## config.mk

```make
export PLATFORM = sky130hd
export DESIGN_NAME = vlm_cmd_queue
export DESIGN_NICKNAME = d
export VERILOG_FILES = /design/src/vlm_pkg.sv /design/src/vlm_cmd_queue.sv
export SDC_FILE = /design/constraint.sdc
export NUM_CORES = 1
export LEC_CHECK = 0
export BUFFER_PORTS_ARGS = -buffer_cell sky130_fd_sc_hd__buf_2
export CAP_MARGIN = 25
export CORE_MARGIN = 2
export CORE_UTILIZATION = 56
export CTS_CLUSTER_DIAMETER = 40
export CTS_CLUSTER_SIZE = 30
export DETAILED_ROUTE_END_ITERATION = 10
export HOLD_SLACK_MARGIN = 0.03
export PLACE_DENSITY_LB_ADDON = 0.15
export SLEW_MARGIN = 10
export SYNTH_ARGS = -nofsm -noshare
export SYNTH_HDL_FRONTEND = slang
export SYNTH_SLANG_ARGS = --single-unit
```

## constraint.sdc

```tcl
create_clock -name clk -period 3.5 [get_ports clk]
set_clock_uncertainty 0.15 [all_clocks]
set_input_delay 1.05 -clock clk [delete_from_list [all_inputs] [get_ports clk]]
set_output_delay 1.05 -clock clk [all_outputs]
set_load 0.02 [all_outputs]
```

## src/vlm_pkg.sv

```systemverilog
// ----------------------------------------------------------------------------
// Voxel label map package
// Grid sizes, codes, word layouts and the attribute match test.
// ----------------------------------------------------------------------------
package vlm_pkg;

    localparam int GRID_X = 256;
    localparam int GRID_Y = 256;
    localparam int GRID_Z = 8;
    localparam int NVOX   = GRID_X * GRID_Y * GRID_Z;
    localparam int ADDR_W = $clog2(NVOX);

    localparam int CMD_W      = 2;
    localparam int COORD_W    = 16;
    localparam int LABEL_W    = 32;
    localparam int ATTR_W     = 16;
    localparam int CFG_IDX_W  = 3;
    localparam int CFG_DATA_W = 16;
    // Product of a 17-bit offset and a 17-bit signed reciprocal.
    localparam int PROD_W     = 34;
    // Rounded voxel index before the range check.
    localparam int VIDX_W     = 18;

    // Command queue between the front end and the sequencer.
    localparam int CMDQ_DEPTH = 4;
    localparam int CMDQ_PTR_W = $clog2(CMDQ_DEPTH);

    localparam logic [CMD_W-1:0] CMD_CLEAR  = 2'd0;
    localparam logic [CMD_W-1:0] CMD_INSERT = 2'd1;
    localparam logic [CMD_W-1:0] CMD_LOOKUP = 2'd2;

    localparam logic [CFG_IDX_W-1:0] CFG_ORIGIN_X   = 3'd0;
    localparam logic [CFG_IDX_W-1:0] CFG_ORIGIN_Y   = 3'd1;
    localparam logic [CFG_IDX_W-1:0] CFG_ORIGIN_Z   = 3'd2;
    localparam logic [CFG_IDX_W-1:0] CFG_INV_CELL_XY = 3'd3;
    localparam logic [CFG_IDX_W-1:0] CFG_INV_CELL_Z  = 3'd4;

    localparam logic [1:0] ST_EMPTY = 2'd0;
    localparam logic [1:0] ST_OCC   = 2'd1;
    localparam logic [1:0] ST_BLOCK = 2'd2;

    typedef struct packed {
        logic [CMD_W-1:0]   cmd;
        logic               outside;
        logic               nb_ok;
        logic               nmode;
        logic [ADDR_W-1:0]  addr;
        logic [LABEL_W-1:0] label;
        logic [ATTR_W-1:0]  seg_width;
        logic [ATTR_W-1:0]  seg_top;
    } vlm_item_t;

    typedef struct packed {
        logic [1:0]         status;
        logic [LABEL_W-1:0] label;
        logic [ATTR_W-1:0]  width;
        logic [ATTR_W-1:0]  top;
    } vlm_voxel_t;

    typedef struct packed {
        logic               hit;
        logic [LABEL_W-1:0] found_label;
        logic               outside;
    } vlm_result_t;

    // Width differs by less than either width, twice the top difference by
    // less than either top.
    function automatic logic attr_match(input vlm_voxel_t v,
                                        input logic [ATTR_W-1:0] w,
                                        input logic [ATTR_W-1:0] t);
        logic [ATTR_W-1:0] dw;
        logic [ATTR_W-1:0] dt1;
        logic [ATTR_W:0]   dt;
        dw  = (v.width > w) ? (v.width - w) : (w - v.width);
        dt1 = (v.top > t) ? (v.top - t) : (t - v.top);
        dt  = {dt1, 1'b0};
        return (dw < w) && (dw < v.width) && (dt < {1'b0, t}) && (dt < {1'b0, v.top});
    endfunction

endpackage

```

## src/vlm_cmd_queue.sv

```systemverilog
// ----------------------------------------------------------------------------
// Voxel label map command queue
// Four-word queue between the front end and the map sequencer.
// ----------------------------------------------------------------------------
module vlm_cmd_queue (
    input  logic               clk,
    input  logic               rst_n,
    input  logic               push,
    input  vlm_pkg::vlm_item_t push_item,
    output logic               full,
    input  logic               pop,
    output vlm_pkg::vlm_item_t pop_item,
    output logic               empty
);

    vlm_pkg::vlm_item_t                 slot_reg [vlm_pkg::CMDQ_DEPTH];
    logic [vlm_pkg::CMDQ_PTR_W-1:0]     wptr_reg, rptr_reg;
    logic [vlm_pkg::CMDQ_PTR_W:0]       count_reg, count_next;

    assign full     = (count_reg == (vlm_pkg::CMDQ_PTR_W+1)'(vlm_pkg::CMDQ_DEPTH));
    assign empty    = (count_reg == '0);
    assign pop_item = slot_reg[rptr_reg];

    always_comb
    begin
        count_next = count_reg;
        if (push && !pop)
            count_next = count_reg + (vlm_pkg::CMDQ_PTR_W+1)'(1);
        else if (pop && !push)
            count_next = count_reg - (vlm_pkg::CMDQ_PTR_W+1)'(1);
    end

    always_ff @(posedge clk or negedge rst_n)
    begin
        if (!rst_n)
        begin
            wptr_reg  <= '0;
            rptr_reg  <= '0;
            count_reg <= '0;
        end
        else
        begin
            if (push)
                wptr_reg <= wptr_reg + vlm_pkg::CMDQ_PTR_W'(1);
            if (pop)
                rptr_reg <= rptr_reg + vlm_pkg::CMDQ_PTR_W'(1);
            count_reg <= count_next;
        end
    end

    always_ff @(posedge clk)
    begin
        if (push)
            slot_reg[wptr_reg] <= push_item;
    end

endmodule

```

==> metrics.md <==
| Metric | Value |
|---|---|
| NumNets Final | `825` |
| Routability-driven placement congestion ratio | `0.726` |
| Leak | `0.00556 uW` |
| Period utilization | `0.961` |
| Reg2reg end | `slot_reg[0][48]` |
| Io pins | `182` |
| Kind of critical path | `flop to primary output` |
| Clk slew on worst S/H paths | `0.06 ns` |
| Highest clock rate | `0.297 GHz` |
| Fin crit period | `3.37 ns` |
| Dpl hpwl | `14,000 um` |
| Max reg flops | `352` |
| Critical Path RT | `2.30 ns` |
| First-pass GRT wire length | `34,600 um` |
| Global-route usage over all layers | `0.188` |
| WP data arrival | `2.17 ns` |
| Die height | `157 um` |
| Hold Violations, Final | `0` |
| Initial core utilization | `0.567` |
| Area grow syn2layout | `21.2%` |
| Avg Inst Size Synth | `26.7 sq um` |
| Setup bufs post-CTS | `0` |
| # setup viols final | `0` |
| ANT nets after route | `0` |
| Drt pass-1 iters | `6` |
| DIE WIDTH | `157 um` |
| DRT iter0 DRCs | `319` |
| Resized cells post-CTS | `0` |
| CTS buffer count | `39` |
| VDD IR max | `0.583 mV` |
| CTS Root Cell | `clkbuf_16` |
| Setup crit end kind | `primary output` |
| Synthesized area | `0.0132 sq mm` |
| Worst-Margin Slew | `0.569 ns` |
| Slew Limit Fails | `0` |
| Util after Layout | `0.687` |
| Outcome | `finished clean` |
| Multi-input logic area | `0.00219 sq mm` |
| DR WL/cell | `21.3 um` |
| CTS tree | `done` |
| Slew HR | `0.620` |
| Hold-fix buffers at CTS | `0` |
| Initial antenna violation count | `2` |
| Num rows | `56` |
| Via count | `5,893` |
| Cell variety after synth | `19` |
| Power per standard cell area | `905 mW/mm^2` |
| IO Port Bufs | `181` |
| Max-Cap Viols | `0` |
| Die area | `0.0248 sq mm` |
| Hold Crit Class | `input pin to async pin` |
| Vias in the first global route | `6,265` |
| Routed WL | `22,900 um` |
| CP Launch Type | `flop` |
| Share of layout cells above drive strength 1 | `0.493` |
| Synthesized flop and latch total | `359` |
| GRT overflow | `0` |
| RSZ-0062 raised after global routing | `no` |
| Total of warnings raised by yosys | `0` |
| Sequential standard cell area | `0.0108 sq mm` |
| Fillers | `1,500` |
| Crit-path max FO | `35` |
| WHS | `0.227 ns` |
| RR Startpoint | `wptr_reg[0]` |
| Critical Path Start | `rptr_reg[1]` |
| H-tree level count | `2` |
| Mapped Nets | `592` |
| TNS Setup | `0 ns` |
| CTS Sinks | `359` |
| Worst-skew pair later-pin latency | `0.50 ns` |
| Maximum buffer depth of the clock tree | `3` |
| Reg2Reg Depth | `4` |
| Flop2flop setup slack | `1.55 ns` |
| Pin count of the biggest net entering global routing | `52` |
| Routed vias/inst | `5.47` |
| Synth Instances | `494` |
| Area of the core | `0.0233 sq mm` |
| Register area share after synthesis | `0.815` |
| Drt drc | `0` |
worst max-delay path: stages, from the launching register on:
cell and delay [ns]:
dfrtp_4 0.79, buf_4 0.34, mux4_2 0.34, buf_2 0.18
cell usage after synthesis (all sizes together):
| cell type | count | share of area |
|---|---|---|
| dfrtp | 7 | 0.013 |
| edfxtp | 352 | 0.80 |
| o21ai | 1 | 0.00038 |
| nor3 | 1 | 0.00038 |
| xor2 | 4 | 0.0027 |
| buf | 20 | 0.019 |
| nor3b | 1 | 0.00057 |
| nand2 | 2 | 0.00057 |
| and2 | 4 | 0.0019 |
| inv | 4 | 0.0011 |
| xnor2 | 2 | 0.0013 |
| ha | 5 | 0.0047 |
| mux4 | 88 | 0.15 |
| nor2 | 1 | 0.00028 |
| fa | 1 | 0.0015 |
| mux2 | 1 | 0.00085 |
layout make-up:
type	instances	area share
Antenna cell	1	0.000157
Clock buffer	46	0.0666
Clock inverter	25	0.0191
Inverter	4	0.000939
Multi-Input combinational cell	111	0.137
Sequential cell	359	0.673
Tap cell	319	0.0250
Timing Repair Buffer	212	0.0783
through the flow:
| step | total power (uW) | instance area [sq um] | instances | setup slack (ns) |
|---|---|---|---|---|
| 2_1_floorplan | 9030 | 13200 | 494 | 0.757 |
| 3_3_place_gp | 10200 | 14500 | 994 | 0.586 |
| 3_5_place_dp | 10300 | 14500 | 994 | 0.587 |
| 4_1_cts | 14600 | 15900 | 1065 | 0.0453 |
| 5_1_grt | 15100 | 16000 | 1076 | 0.0528 |
| 6_report | 14500 | 16000 | 1077 | 0.135 |
per-layer routing:
layer | global-route usage | part of all wire | vias to the layer above
li1 | - | - | 2603
met1 | 0.246 | 0.41 | 3080
met2 | 0.319 | 0.51 | 167
met3 | 0.0463 | 0.055 | 41
met4 | 0.0563 | 0.022 | 2
met5 | 0 | 0.00057 | -
layout by cell type (no fill, tap or decap):
cell	instances
diode_2	1
ha_1	5
dfrtp_1	5
bufinv_16	5
inv_8	3
clkinv_4	7
buf_2	181
and2_4	4
nor3_1	1
buf_12	9
clkinv_2	4
dfrtp_4	2
edfxtp_1	352
clkbuf_1	3
clkbuf_8	2
xor2_1	4
nor3b_1	1
o21ai_0	1
xnor2_1	2
inv_1	4
clkbuf_16	41
nor2_1	1
inv_6	2
fa_1	1
mux2_2	1
nand2_1	2
clkinv_1	2
mux4_2	88
buf_4	22
clkinvlp_4	2
where the power goes:
part	leakage, uW	internal [uW]	switching (uW)
combinational	0.00158	1890	2410
sequential	0.00331	5620	326
clock	0.000669	2590	1620
total	0.00556	10100	4360
how the worst max path moves through the flow:
stage          cells past startpoint              to
6_report                           3    pop_item[61]
5_1_grt                            3    pop_item[69]
3_3_place_gp                       3    pop_item[76]
4_1_cts                            3    pop_item[18]
2_1_floorplan                      1  slot_reg[0][0]
3_5_place_dp                       3    pop_item[18]
kinds of logic (layout without fill, tap and decap cells):
| group | Yosys count | in the layout | share of synthesized area |
|---|---|---|---|
| buf+inv | 24 | 287 | 0.0196 |
| simple gates | 9 | 9 | 0.00370 |
| mux | 89 | 89 | 0.151 |
| xor+xnor | 6 | 6 | 0.00399 |
| compound gates | 1 | 1 | 0.000379 |
| other cells | 0 | 1 | 0 |
| fa+ha+maj | 6 | 6 | 0.00626 |
| flops | 359 | 359 | 0.815 |
Power figures use the tool's default switching activity.
