==> src/vlm_pkg.sv <==
// ----------------------------------------------------------------------------
// Voxel label map package
// Grid sizes, codes, word layouts and the attribute match test.
// ----------------------------------------------------------------------------
package vlm_pkg;

    localparam int GRID_X = 256;
    localparam int GRID_Y = 256;
    localparam int GRID_Z = 8;
    localparam int NVOX   = GRID_X * GRID_Y * GRID_Z;
    localparam int ADDR_W = $clog2(NVOX);

    localparam int CMD_W      = 2;
    localparam int COORD_W    = 16;
    localparam int LABEL_W    = 32;
    localparam int ATTR_W     = 16;
    localparam int CFG_IDX_W  = 3;
    localparam int CFG_DATA_W = 16;
    // Product of a 17-bit offset and a 17-bit signed reciprocal.
    localparam int PROD_W     = 34;
    // Rounded voxel index before the range check.
    localparam int VIDX_W     = 18;

    // Command queue between the front end and the sequencer.
    localparam int CMDQ_DEPTH = 4;
    localparam int CMDQ_PTR_W = $clog2(CMDQ_DEPTH);

    localparam logic [CMD_W-1:0] CMD_CLEAR  = 2'd0;
    localparam logic [CMD_W-1:0] CMD_INSERT = 2'd1;
    localparam logic [CMD_W-1:0] CMD_LOOKUP = 2'd2;

    localparam logic [CFG_IDX_W-1:0] CFG_ORIGIN_X   = 3'd0;
    localparam logic [CFG_IDX_W-1:0] CFG_ORIGIN_Y   = 3'd1;
    localparam logic [CFG_IDX_W-1:0] CFG_ORIGIN_Z   = 3'd2;
    localparam logic [CFG_IDX_W-1:0] CFG_INV_CELL_XY = 3'd3;
    localparam logic [CFG_IDX_W-1:0] CFG_INV_CELL_Z  = 3'd4;

    localparam logic [1:0] ST_EMPTY = 2'd0;
    localparam logic [1:0] ST_OCC   = 2'd1;
    localparam logic [1:0] ST_BLOCK = 2'd2;

    typedef struct packed {
        logic [CMD_W-1:0]   cmd;
        logic               outside;
        logic               nb_ok;
        logic               nmode;
        logic [ADDR_W-1:0]  addr;
        logic [LABEL_W-1:0] label;
        logic [ATTR_W-1:0]  seg_width;
        logic [ATTR_W-1:0]  seg_top;
    } vlm_item_t;

    typedef struct packed {
        logic [1:0]         status;
        logic [LABEL_W-1:0] label;
        logic [ATTR_W-1:0]  width;
        logic [ATTR_W-1:0]  top;
    } vlm_voxel_t;

    typedef struct packed {
        logic               hit;
        logic [LABEL_W-1:0] found_label;
        logic               outside;
    } vlm_result_t;

    // Width differs by less than either width, twice the top difference by
    // less than either top.
    function automatic logic attr_match(input vlm_voxel_t v,
                                        input logic [ATTR_W-1:0] w,
                                        input logic [ATTR_W-1:0] t);
        logic [ATTR_W-1:0] dw;
        logic [ATTR_W-1:0] dt1;
        logic [ATTR_W:0]   dt;
        dw  = (v.width > w) ? (v.width - w) : (w - v.width);
        dt1 = (v.top > t) ? (v.top - t) : (t - v.top);
        dt  = {dt1, 1'b0};
        return (dw < w) && (dw < v.width) && (dt < {1'b0, t}) && (dt < {1'b0, v.top});
    endfunction

endpackage

==> src/vlm_front.sv <==
// ----------------------------------------------------------------------------
// Voxel label map front end
// Holds the grid registers, scales each point and rounds it to a voxel.
// ----------------------------------------------------------------------------
module vlm_front (
    input  logic                                clk,
    input  logic                                rst_n,
    input  logic                                cfg_wr_en,
    input  logic [vlm_pkg::CFG_IDX_W-1:0]       cfg_addr,
    input  logic [vlm_pkg::CFG_DATA_W-1:0]      cfg_wdata,
    input  logic                                in_accept,
    input  logic [vlm_pkg::CMD_W-1:0]           cmd,
    input  logic signed [vlm_pkg::COORD_W-1:0]  coord_x,
    input  logic signed [vlm_pkg::COORD_W-1:0]  coord_y,
    input  logic signed [vlm_pkg::COORD_W-1:0]  coord_z,
    input  logic [vlm_pkg::LABEL_W-1:0]         label,
    input  logic [vlm_pkg::ATTR_W-1:0]          seg_width,
    input  logic [vlm_pkg::ATTR_W-1:0]          seg_top,
    input  logic                                neighbor_mode,
    input  logic                                q_full,
    output logic                                q_push,
    output vlm_pkg::vlm_item_t                  q_item,
    output logic                                busy
);

    logic signed [15:0] origin_x_reg, origin_y_reg, origin_z_reg;
    logic [15:0]        inv_xy_reg, inv_z_reg;

    logic                               s1_valid_reg, s1_valid_next;
    logic [vlm_pkg::CMD_W-1:0]          s1_cmd_reg;
    logic signed [vlm_pkg::PROD_W-1:0]  px_reg, py_reg, pz_reg;
    logic signed [vlm_pkg::PROD_W-1:0]  px_next, py_next, pz_next;
    logic [vlm_pkg::LABEL_W-1:0]        s1_label_reg;
    logic [vlm_pkg::ATTR_W-1:0]         s1_width_reg, s1_top_reg;
    logic                               s1_nmode_reg;

    logic signed [16:0] dx, dy, dz;
    logic signed [16:0] inv_xy_s, inv_z_s;
    logic [vlm_pkg::VIDX_W:0] rx, ry, rz;
    logic [vlm_pkg::VIDX_W-1:0] vx, vy, vz;
    logic in_grid;

    // Rounds half away from zero and checks the index against the grid size.
    function automatic logic [vlm_pkg::VIDX_W:0] axis_round(
        input logic signed [vlm_pkg::PROD_W-1:0] p,
        input logic [vlm_pkg::VIDX_W-1:0] n);
        logic signed [vlm_pkg::PROD_W-1:0] s;
        logic [vlm_pkg::VIDX_W-1:0] v;
        logic ok;
        s = p + 34'sd32768;
        if (!p[vlm_pkg::PROD_W-1]) begin
            v  = s[vlm_pkg::PROD_W-1:16];
            ok = (v < n);
        end
        else begin
            v  = '0;
            ok = (p > -34'sd32768);
        end
        return {ok, v};
    endfunction

    always_ff @(posedge clk or negedge rst_n)
    begin
        if (!rst_n)
        begin
            origin_x_reg <= -16'sd20480;
            origin_y_reg <= -16'sd20480;
            origin_z_reg <= 16'sd0;
            inv_xy_reg   <= 16'd853;
            inv_z_reg    <= 16'd512;
        end
        else if (cfg_wr_en)
        begin
            unique case (cfg_addr)
                vlm_pkg::CFG_ORIGIN_X:    origin_x_reg <= cfg_wdata;
                vlm_pkg::CFG_ORIGIN_Y:    origin_y_reg <= cfg_wdata;
                vlm_pkg::CFG_ORIGIN_Z:    origin_z_reg <= cfg_wdata;
                vlm_pkg::CFG_INV_CELL_XY: inv_xy_reg   <= cfg_wdata;
                vlm_pkg::CFG_INV_CELL_Z:  inv_z_reg    <= cfg_wdata;
                default: ;
            endcase
        end
    end

    always_comb
    begin
        dx = {coord_x[15], coord_x} - {origin_x_reg[15], origin_x_reg};
        dy = {coord_y[15], coord_y} - {origin_y_reg[15], origin_y_reg};
        dz = {coord_z[15], coord_z} - {origin_z_reg[15], origin_z_reg};
        inv_xy_s = $signed({1'b0, inv_xy_reg});
        inv_z_s  = $signed({1'b0, inv_z_reg});
        px_next = dx * inv_xy_s;
        py_next = dy * inv_xy_s;
        pz_next = dz * inv_z_s;
    end

    assign busy   = s1_valid_reg && q_full;
    assign q_push = s1_valid_reg && !q_full;

    always_comb
    begin
        s1_valid_next = s1_valid_reg;
        if (in_accept)
            s1_valid_next = 1'b1;
        else if (q_push)
            s1_valid_next = 1'b0;
    end

    always_ff @(posedge clk or negedge rst_n)
    begin
        if (!rst_n)
            s1_valid_reg <= 1'b0;
        else
            s1_valid_reg <= s1_valid_next;
    end

    always_ff @(posedge clk)
    begin
        if (in_accept)
        begin
            s1_cmd_reg   <= cmd;
            px_reg       <= px_next;
            py_reg       <= py_next;
            pz_reg       <= pz_next;
            s1_label_reg <= label;
            s1_width_reg <= seg_width;
            s1_top_reg   <= seg_top;
            s1_nmode_reg <= neighbor_mode;
        end
    end

    always_comb
    begin
        rx = axis_round(px_reg, vlm_pkg::VIDX_W'(vlm_pkg::GRID_X));
        ry = axis_round(py_reg, vlm_pkg::VIDX_W'(vlm_pkg::GRID_Y));
        rz = axis_round(pz_reg, vlm_pkg::VIDX_W'(vlm_pkg::GRID_Z));
        vx = rx[vlm_pkg::VIDX_W-1:0];
        vy = ry[vlm_pkg::VIDX_W-1:0];
        vz = rz[vlm_pkg::VIDX_W-1:0];
        in_grid = rx[vlm_pkg::VIDX_W] && ry[vlm_pkg::VIDX_W] && rz[vlm_pkg::VIDX_W];

        q_item.cmd     = s1_cmd_reg;
        q_item.outside = !in_grid && ((s1_cmd_reg == vlm_pkg::CMD_INSERT) ||
                                      (s1_cmd_reg == vlm_pkg::CMD_LOOKUP));
        q_item.nb_ok   = (vx > '0) && (vx < vlm_pkg::VIDX_W'(vlm_pkg::GRID_X - 1)) &&
                         (vy > '0) && (vy < vlm_pkg::VIDX_W'(vlm_pkg::GRID_Y - 1));
        q_item.nmode   = s1_nmode_reg;
        q_item.addr    = vlm_pkg::ADDR_W'((32'(vz) * vlm_pkg::GRID_Y + 32'(vy))
                                          * vlm_pkg::GRID_X + 32'(vx));
        q_item.label     = s1_label_reg;
        q_item.seg_width = s1_width_reg;
        q_item.seg_top   = s1_top_reg;
    end

endmodule

==> config.mk <==
export PLATFORM = sky130hd
export DESIGN_NAME = vlm_front
export DESIGN_NICKNAME = d
export VERILOG_FILES = /design/src/vlm_pkg.sv /design/src/vlm_front.sv
export SDC_FILE = /design/constraint.sdc
export NUM_CORES = 2
export LEC_CHECK = 0
export ABC_AREA = 0
export BUFFER_PORTS_ARGS = -buffer_cell sky130_fd_sc_hd__buf_2
export CORE_MARGIN = 2
export CORE_UTILIZATION = 65
export DETAILED_ROUTE_END_ITERATION = 6
export PLACE_DENSITY = 0.84
export SLEW_MARGIN = 10
export SYNTH_ARGS = -nofsm -noshare
export SYNTH_HDL_FRONTEND = slang
export SYNTH_SLANG_ARGS = --single-unit
==> constraint.sdc <==
create_clock -name clk -period 11.09 [get_ports clk]
set_input_delay 2.218 -clock clk [delete_from_list [all_inputs] [get_ports clk]]
set_output_delay 2.218 -clock clk [all_outputs]
set_load 0.05 [all_outputs]
==> flow_summary.ini <==
[outcome]
run_status = complete, no violations

[worst_setup_path]
max_stage_delay_ns = 0.69
arrival_ns = 10.71
worstSetupPathType = input port to flop
critPathSlowestCell = o31ai_1
crit_path_end_kind = flop
critical_path.startpoint_type = input port
crit_fanout = 9
crit_top_cell = fa_1
cp.required_ns = 11.43

[detailed_routing]
postRouteAntennaNets = 0
drtIter0Drc = 2654
viasPerCell = 5.66
first_pass_iters = 7
wirelength_um = 106000
drt-wirelength-per-cell_um = 18.5
vias = 32219
drc = 0

[clocking]
cts_tree = built
clockBufferDepth = 3
post_cts_buffers = 0
cts_max_level = 1
clkTransAtPathRegs_ns = 0.06
clockRootBuffer = clkbuf_16
cts_hold_buf = 0
cts_sinks = 250
clock_latency_ns = 0.62
ctsResizeCount = 0
cts_buffers = 30

[timing]
max_freq_mhz = 96.5
finalSetupViolCount = 0
skew_ns = 0.0287
rsz0062_at_grt = false
drv_slew = 0
period_minus_slack_ns = 10.37
relSlewSlack_pct = 16.4
fin_crit_sh_pct = 93.5
finalHoldViolations = 0
worst_pin_slew_ns = 1.25
fin_setup_tns_ns = 0

[synthesis]
ys_seq_area_share_pct = 16.3
synth_top_area_share_pct = 37.7
ys_seq_elements = 250
ys_top_cells_by_area = fa_1 (38%), edfxtp_1 (12%), inv_1 (9.7%)
syn_nets = 5906
ys.warnings.count = 0
ys.flop_type = edfxtp_1
yosysUniqueCellTypes = 76
async_flop_share_pct = 32.4
synth_area_leader_cell = fa_1
synth-edff-count = 169
netlist_area_sq_mm = 0.0437
syn-mean-instance-area_sq_um = 9.47
synthesis.instances = 4617

[floorplan]
io_pins = 229
start_util_pct = 65.4
core-area_sq_mm = 0.0669
num_rows = 95
die_height_um = 263
die_area_sq_mm = 0.0694
die_w_um = 263

[placement]
dpl.hpwl_um = 84000
portBuffers = 228
gp_congestion = 0.928

[flow_run]
cap_violations = 0

[layout]
seqCellArea_sq_mm = 0.00712
fin_nets = 6081
mostFrequentLayoutCells = inv_1 (1128), fa_1 (824), nand2_1 (504), and2_1 (326), ha_1 (326)
drive_gt1_share_pct = 8.91
mostFrequentLayoutCell = inv_1
fillCellCount = 4869
area_growth_pct = 7.64
multi_input_area_sq_mm = 0.0319

[worst_hold_path]
min_path_type = flop to flop

[global_routing]
grt_max_degree = 98
antenna_found_initial = 2
overflow = 0
grt_pass1_vias = 33981
gr-usage-all-layers_pct = 31.4
grt_first_pass_wirelength_um = 173000
routing by layer:
| metal | vias up | part of all wire, % | routed length, um | track usage (%) |
|---|---|---|---|---|
| met5 | - | 0 | 0 | 0 |
| met4 | 0 | 5.5 | 5790 | 14.6 |
| met3 | 278 | 9.4 | 9940 | 5.26 |
| met2 | 1507 | 47 | 49500 | 50.5 |
| met1 | 16120 | 38 | 40300 | 42.2 |
| li1 | 14314 | - | - | - |
cells by family after synthesis:
| logic type | count (synthesis) | share of synthesized area (%) |
|---|---|---|
| and+or+nand+nor | 1305 | 15.1 |
| muxes | 41 | 1.04 |
| DFF | 250 | 16.3 |
| xor gates and xnor gates | 197 | 3.94 |
| AOI/OAI and AO/OA | 381 | 5.41 |
| adders and majority gates | 1158 | 47.2 |
| buffers and inverters | 1285 | 11.1 |
worst max-delay path: cells and delay by family:
family | cells | cell delay [ns]
AOI/OAI and AO/OA | 12 | 2.99
adders and majority gates | 8 | 3.69
buffers and inverters | 5 | 0.34
xor gates and xnor gates | 1 | 0.12
and+or+nand+nor | 5 | 1.34
final timing paths:
kind,to,cells after the start,startpoint,slack (ns)
min in group asynchronous,origin_y_reg[14]$_DFFE_PN0P_,1,rst_n,1.51
max reg2reg,pz_reg[33]$_DFFE_PP_,33,origin_z_reg[1]$_DFFE_PN0P_,2.03
min reg2reg,origin_x_reg[15]$_DFFE_PN1P_,2,origin_x_reg[15]$_DFFE_PN1P_,0.50
min,origin_x_reg[15]$_DFFE_PN1P_,2,origin_x_reg[15]$_DFFE_PN1P_,0.50
max in group asynchronous,origin_x_reg[0]$_DFFE_PN0P_,2,rst_n,8.39
max,py_reg[33]$_DFFE_PP_,31,coord_y[1],0.72
through the flow:
step                hold slack, ns  utilization (%)  instance area (sq um)  setup slack (ns)  std cells
floorplan                    0.478                -                  43700              1.04       4617
global placement             0.489             68.7                  46000             0.562       5633
detailed placement           0.494             68.7                  46000             0.297       5633
CTS                          0.508             70.3                  47100             0.895       5689
global route                 0.545             70.4                  47100             0.264       5691
finish                       0.505             70.4                  47100             0.723       5691
cells in the mapped netlist, drive strengths merged (8+ instances only):
cell	instances
a211oi	13
xnor2	150
maj3	8
buf	10
clkbuf	147
nand2	504
a21boi	10
dfstp	13
nor2b	112
mux2	37
or3	13
nand4	19
a21o	39
a21oi	113
edfxtp	169
and2	326
or2	8
o21ai	114
xor2	47
nand3	46
nand2b	42
fa	824
ha	326
dfrtp	68
o21a	21
nor3	32
a31oi	11
inv	1128
and3	30
nor4	25
or4	8
nor2	123
final cells by class:
type,count,share of cell area [%]
tap,873,2.32
clock buffer,36,1.64
inverter,1128,8.99
sequential,250,15.1
timing repair buffer,300,3.59
clock inverter,20,0.646
antenna,2,0.0106
multi-input combinational,3082,67.7
Power is not shown: default switching activity piles up to over one toggle a cycle in this logic, so the estimate is an artifact.
